===== config.mk =====
export PLATFORM = sky130hd
export DESIGN_NAME = ogfs_ctrl
export DESIGN_NICKNAME = d
export VERILOG_FILES = /design/src/hw/rtl/ogfs_pkg.sv /design/src/hw/rtl/ogfs_ctrl.sv
export SDC_FILE = /design/constraint.sdc
export NUM_CORES = 1
export LEC_CHECK = 0
export ABC_CLOCK_PERIOD_IN_PS = 1800
export BUFFER_PORTS_ARGS = -buffer_cell sky130_fd_sc_hd__buf_2
export CAP_MARGIN = 20
export CORE_AREA = 2 2 39 41
export DETAILED_ROUTE_END_ITERATION = 8
export DIE_AREA = 0 0 41 43
export MAX_ROUTING_LAYER = met4
export PLACE_DENSITY = 0.49
export SYNTH_ARGS = -nofsm -noshare
export SYNTH_HDL_FRONTEND = slang
export SYNTH_SLANG_ARGS = --single-unit

===== constraint.sdc =====
create_clock -name clk -period 1.8 [get_ports clk]
set_input_delay 0.09 -clock clk [delete_from_list [all_inputs] [get_ports clk]]
set_output_delay 0.09 -clock clk [all_outputs]
set_load 0.1 [all_outputs]

===== src/hw/rtl/ogfs_pkg.sv =====
// Shared constants, controller/datapath command and status types and a bounds helper
// for the occupancy grid free cell search. No dependencies.
`default_nettype none

package ogfs_pkg;

	localparam int MAX_COLS_DEF = 128;
	localparam int MAX_ROWS_DEF = 128;

	// input item operation codes
	localparam logic [1:0] FUNC_WR_OBS = 2'd0;
	localparam logic [1:0] FUNC_WR_ENT = 2'd1;
	localparam logic [1:0] FUNC_FIND   = 2'd2;

	// configuration register indexes
	localparam int CFG_IDX_W = 2;
	localparam int CFG_DAT_W = 8;
	localparam logic [CFG_IDX_W-1:0] REG_GRID_WIDTH    = 2'd0;
	localparam logic [CFG_IDX_W-1:0] REG_GRID_HEIGHT   = 2'd1;
	localparam logic [CFG_IDX_W-1:0] REG_SEARCH_RADIUS = 2'd2;

	localparam logic [7:0] GRID_WIDTH_RST    = 8'd100;
	localparam logic [7:0] GRID_HEIGHT_RST   = 8'd100;
	localparam logic [6:0] SEARCH_RADIUS_RST = 7'd50;

	typedef struct packed {
		logic clr;       // clear one cell of both maps
		logic wr_obs;    // write obstacle layer from the input item
		logic wr_ent;    // write entity layer from the input item
		logic start;     // capture query origin, reset candidate walk
		logic run;       // issue current candidate, advance walk
		logic hit_cap;   // latch stage-2 hit as the query result
		logic out_load;  // move query result into output register
	} ogfs_cmd_t;

	typedef struct packed {
		logic clr_last;  // clearing pass is at its final cell
		logic gen_last;  // current candidate is the final one of the search
		logic hit;       // stage 2 holds a free in-bounds cell
		logic pipe_busy; // candidates still in flight
	} ogfs_stat_t;

	// v is inside min(lim, maxv)
	function automatic logic coord_ok(input logic [7:0] v, input logic [7:0] lim,
			input int maxv);
		return (v < lim) && ({3'b000, v} < 11'(maxv));
	endfunction

endpackage

`default_nettype wire


===== src/hw/rtl/ogfs_ctrl.sv =====
// Controller state machine for the free cell search: clearing pass, write/query
// dispatch, search sequencing and output register handshake. Uses ogfs_pkg.
`default_nettype none

module ogfs_ctrl import ogfs_pkg::*; (
	input  wire logic       clk,
	input  wire logic       arst_n,
	input  wire logic       in_valid,
	output logic            in_ready,
	input  wire logic [1:0] func,
	output logic            out_valid,
	input  wire logic       out_ready,
	output ogfs_cmd_t       cmd,
	input  wire ogfs_stat_t stat
);

	localparam logic [2:0] ST_CLEAR  = 3'd0;
	localparam logic [2:0] ST_IDLE   = 3'd1;
	localparam logic [2:0] ST_SEARCH = 3'd2;
	localparam logic [2:0] ST_DRAIN  = 3'd3;
	localparam logic [2:0] ST_DONE   = 3'd4;

	logic [2:0] state_q;
	logic [2:0] state_d;
	logic       out_valid_q;
	logic       accept;
	logic       searching;

	assign in_ready  = (state_q == ST_IDLE);
	assign accept    = in_valid && in_ready;
	assign searching = (state_q == ST_SEARCH) || (state_q == ST_DRAIN);
	assign out_valid = out_valid_q;

	always_comb begin
		cmd          = '0;
		cmd.clr      = (state_q == ST_CLEAR);
		cmd.wr_obs   = accept && (func == FUNC_WR_OBS);
		cmd.wr_ent   = accept && (func == FUNC_WR_ENT);
		cmd.start    = accept && (func == FUNC_FIND);
		cmd.run      = (state_q == ST_SEARCH);
		cmd.hit_cap  = searching && stat.hit;
		cmd.out_load = (state_q == ST_DONE) && (!out_valid_q || out_ready);
	end

	always_comb begin
		state_d = state_q;
		case (state_q)
			ST_CLEAR: begin
				if (stat.clr_last) state_d = ST_IDLE;
			end
			ST_IDLE: begin
				if (cmd.start) state_d = ST_SEARCH;
			end
			ST_SEARCH: begin
				if (stat.hit) state_d = ST_DONE;
				else if (stat.gen_last) state_d = ST_DRAIN;
			end
			ST_DRAIN: begin
				// wait for in-flight candidates before reporting not found
				if (stat.hit || !stat.pipe_busy) state_d = ST_DONE;
			end
			ST_DONE: begin
				if (cmd.out_load) state_d = ST_IDLE;
			end
			default: state_d = ST_IDLE;
		endcase
	end

	always_ff @(posedge clk or negedge arst_n) begin
		if (!arst_n) begin
			state_q     <= ST_CLEAR;
			out_valid_q <= 1'b0;
		end else begin
			state_q <= state_d;
			if (cmd.out_load) out_valid_q <= 1'b1;
			else if (out_ready) out_valid_q <= 1'b0;
		end
	end

endmodule

`default_nettype wire


# ---- Yosys cells after proc, flatten, opt, wreduce, memory -nomap -nowiden
# Cells that the tools add are included.
# W data, S select, Z words.
dict set report totals {
  reg_bits 4
  latch_bits 0
  mem_bits_rw 0
  romBits 0
  input_bits 10
  out_inout_bits 9
  wordCells 37
  memories 0
}
dict set report op_classes {
  add_sub_neg 0
  multipliers 0
  n_div 0
  magnitude_cmp 0
  eq_ne 11
  shift 0
  n_mux 9
  bitwise_logic 0
  reduce_logical 15
}
# cell count
set op_table {}
lappend op_table {{$mux W3} 6}
lappend op_table {{$pmux W3 S5} 1}
lappend op_table {{$eq A3 B2 Y1 const B} 2}
lappend op_table {{$logic_and A1 B1 Y1} 6}
lappend op_table {{$ne A2 B1 Y1 const B} 3}
lappend op_table {{$reduce_and A5 Y1} 1}
lappend op_table {{$eq A3 B1 Y1 const B} 1}
lappend op_table {{$eq A3 B3 Y1 const B} 1}
lappend op_table {{$logic_not A3 Y1} 1}
lappend op_table {{$logic_or A1 B1 Y1} 3}
lappend op_table {{$ne A3 B1 Y1 const B} 1}
lappend op_table {{$eq A2 B1 Y1 const B} 1}
lappend op_table {{$eq A2 B2 Y1 const B} 1}
lappend op_table {{$logic_not A1 Y1} 2}
lappend op_table {{$logic_not A2 Y1} 1}
lappend op_table {{$mux W1} 2}
lappend op_table {{$ne A2 B2 Y1 const B} 1}
lappend op_table {{$reduce_bool A2 Y1} 1}

# ---- Depth between registers and ports, before layout
dict set report depth {
  ltp_word 5
  ltp_mapped 5
  ltp_nobuf 4
}

# ---- Least setup slack after synthesis
# No wires, ideal clock.
dict set report synth_path {
  path_type {register to output}
  from {register state_q[1]}
  to {output cmd[5] (netlist bit)}
  arrival_time_ps 4856
  required_ps 1710
  path_slack_ps -3146
  path_stages_with_launch 4
  n_path_buf 1
  path_cell_list {dfrtp_1 buf_6 nor3b_2 nor4bb_1}
}
# item line
set synth_lines {}
lappend synth_lines {{start, declared} ogfs_ctrl.sv:23} ;# logic [2:0] state_q;
lappend synth_lines {{start signal, assigned} ogfs_ctrl.sv:74} ;# state_q <= state_d;
lappend synth_lines {{end, declared} ogfs_ctrl.sv:13} ;# output ogfs_cmd_t cmd,

==> results.json <==
{
  "outcome": "finished clean",
  "layout_common_cells": "15 x buf_2, 6 x nor2_1, 4 x clkbuf_4, 4 x dfrtp_1, 3 x nand2_1",
  "cts_buffers": 3,
  "diodes": 0,
  "synth_cell_types": 26,
  "num_vias": 363,
  "cp_num_buf_inv": 1,
  "grt_overflow": 0,
  "die_y_um": 43,
  "grt_pass1_vias": 335,
  "drtPass1Iterations": 2,
  "die_w_um": 41,
  "layout_commonest_cell": "buf_2",
  "final_nets": 74,
  "antenna_violating_nets_post_route": 0,
  "slowest_delay_ns": 0.54,
  "fp.dieArea_mm2": 0.00176,
  "crit_cells": 3,
  "antenna_found_initial": 0,
  "fin_hold_ws_ns": 0.195,
  "design_area_um2": 551,
  "start_kind": "flip-flop",
  "synth.avg_cell_area_um2": 8.54,
  "clock_path_buffers": 2,
  "drv_cap": 0,
  "r2r_cells": 4,
  "drive_gt1_share_pct": 51.6,
  "clock_latency_ns": 0.23,
  "fillerInstances": 150,
  "htreeDepth": 1,
  "setup_viol": 0,
  "skew_ns": 0.000816,
  "io_buffers": 18,
  "slew_headroom_pct": 67.9,
  "drc_errors": 0,
  "core_area_mm2": 0.00138,
  "timing.final.crit_period_ns": 1.69,
  "fin_crit_sh_pct": 93.6,
  "synthCells": 41,
  "critical_path_class": "flip-flop to primary output",
  "multiInputGateArea_um2": 253,
  "clockRootBuffer": "clkbuf_4",
  "seqCellArea_um2": 100,
  "worst_path_max_delay_cell": "dfrtp_1",
  "cts.clk_slew.worst_paths_ns": 0.04,
  "place_area_um2": 508,
  "track_usage_pct": 13.3,
  "ys_ff_latch": 4,
  "syn-num-nets": 51,
  "wl_per_cell_um": 11.0,
  "syn_area_um2": 350,
  "worst_pin_slew_ns": 0.484,
  "drt_iter0_markers": 3,
  "hold_viol_final": 0,
  "start_util_pct": 25.3,
  "clock-sinks": 4,
  "routed_wirelength_um": 860,
  "num_rows": 14,
  "crit_required_ns": 1.71,
  "grt_pass1_wl_um": 1470,
  "ys_seq_area_share_pct": 28.6,
  "ios": 19,
  "crit-reg2reg-launch": "state_q[1]$_DFFE_PN0P_",
  "place.gp.congestion": 0.745,
  "regToRegSetupSlack_ns": 0.19,
  "path_max_fanout": 10,
  "path_cells": "nor3b_4 -> nor4bb_4 -> buf_12",
  "worstPathArrival_ns": 1.60,
  "hold_path.class": "input pin to async pin",
  "max_freq_mhz": 593,
  "rsz0062_at_grt": "false",
  "via_per_inst": 4.65,
  "r2r-end": "state_q[1]$_DFFE_PN0P_",
  "yosys_warnings": 0,
  "cts_tree": "built",
  "grt_max_degree": 11,
  "critical_path.top_delay_family": "simple AND/OR/NAND/NOR gates",
  "slew_violations": 0,
  "endpoint_kind": "primary output",
  "area_growth_pct": 57.1
}
## synthesized netlist by cell type
library cell / count / area share, %
nor3b_1: 1 / 2.1
nand2_2: 1 / 1.8
buf_2: 1 / 1.4
buf_6: 2 / 6.4
inv_1: 2 / 2.1
nand2b_1: 1 / 1.8
mux2i_1: 2 / 5.7
nand2b_4: 1 / 3.9
dfrtp_1: 4 / 29
nand2_1: 3 / 3.2
nor4_1: 1 / 1.8
nand3b_1: 1 / 2.1
nor3_1: 1 / 1.4
nand3_1: 1 / 1.4
nand4_1: 1 / 1.8
nor2_1: 8 / 8.6
a21oi_1: 1 / 1.4
or3_4: 1 / 3.2
o31ai_1: 1 / 2.1
nor2b_1: 1 / 1.8
a211oi_1: 1 / 2.1
nor4bb_1: 1 / 2.9
mux2_4: 1 / 4.3
and4b_1: 1 / 2.9
nor3b_2: 1 / 3.6
o21ai_0: 1 / 1.4
## logic make-up after synthesis
kind of cell / after synthesis / synth area share [%]
flops: 4 / 28.6
buf+inv: 5 / 10.0
mux: 3 / 10.0
compound gates: 4 / 7.14
simple gates: 25 / 44.3
## routing by layer
layer	track usage, %	wire length [um]	vias up
li1	-	-	187
met1	18.4	386	165
met5	-	0	-
met2	15.9	428	9
met4	10.0	13	0
met3	3.14	30	2
## through the flow
step                      util (%)  cells  TNS [ns]  setup slack [ns]
final                         39.8     78         0             0.115
after global routing          39.8     78         0           0.00424
after CTS                     39.1     77         0            0.0733
after detailed placement      36.7     73         0             0.204
after global placement        36.7     73         0             0.234
after floorplan                  -     41     -3.44            -0.876
## sequential cells by signal (all words and copies together) (netlist names)
| register | flops |
|---|---|
| state_q | 3 |
| out_valid | 1 |
## layout make-up
class / instances / area share [%]
flip-flops and latches: 4 / 18.2
repair buffers: 21 / 26.8
clock buffers: 3 / 4.09
well taps: 16 / 3.64
multi-input cells: 32 / 45.9
inverters: 2 / 1.36
## worst max-delay path by stage
stage | slack (ns) | startpoint | endpoint
detailed placement | 0.20 | state_q[1]$_DFFE_PN0P_ | state_q[1]$_DFFE_PN0P_
CTS | 0.07 | state_q[1]$_DFFE_PN0P_ | cmd[5]
global placement | 0.23 | state_q[1]$_DFFE_PN0P_ | state_q[1]$_DFFE_PN0P_
finish | 0.11 | state_q[1]$_DFFE_PN0P_ | cmd[5]
global route | 0.004 | state_q[0]$_DFFE_PN0P_ | cmd[3]
floorplan | -0.88 | state_q[2]$_DFFE_PN0P_ | cmd[5]
## repair_timing
action,CTS,global route
resized for setup,0,1
setup endpoints to repair,0,2
setup buffers,0,1
hold buffers,1,0
endpoints found under the hold margin,4,0
Power is left out: the tool's default activity adds up to more than one toggle a clock period on the data nets, which glitch-free logic cannot reach.
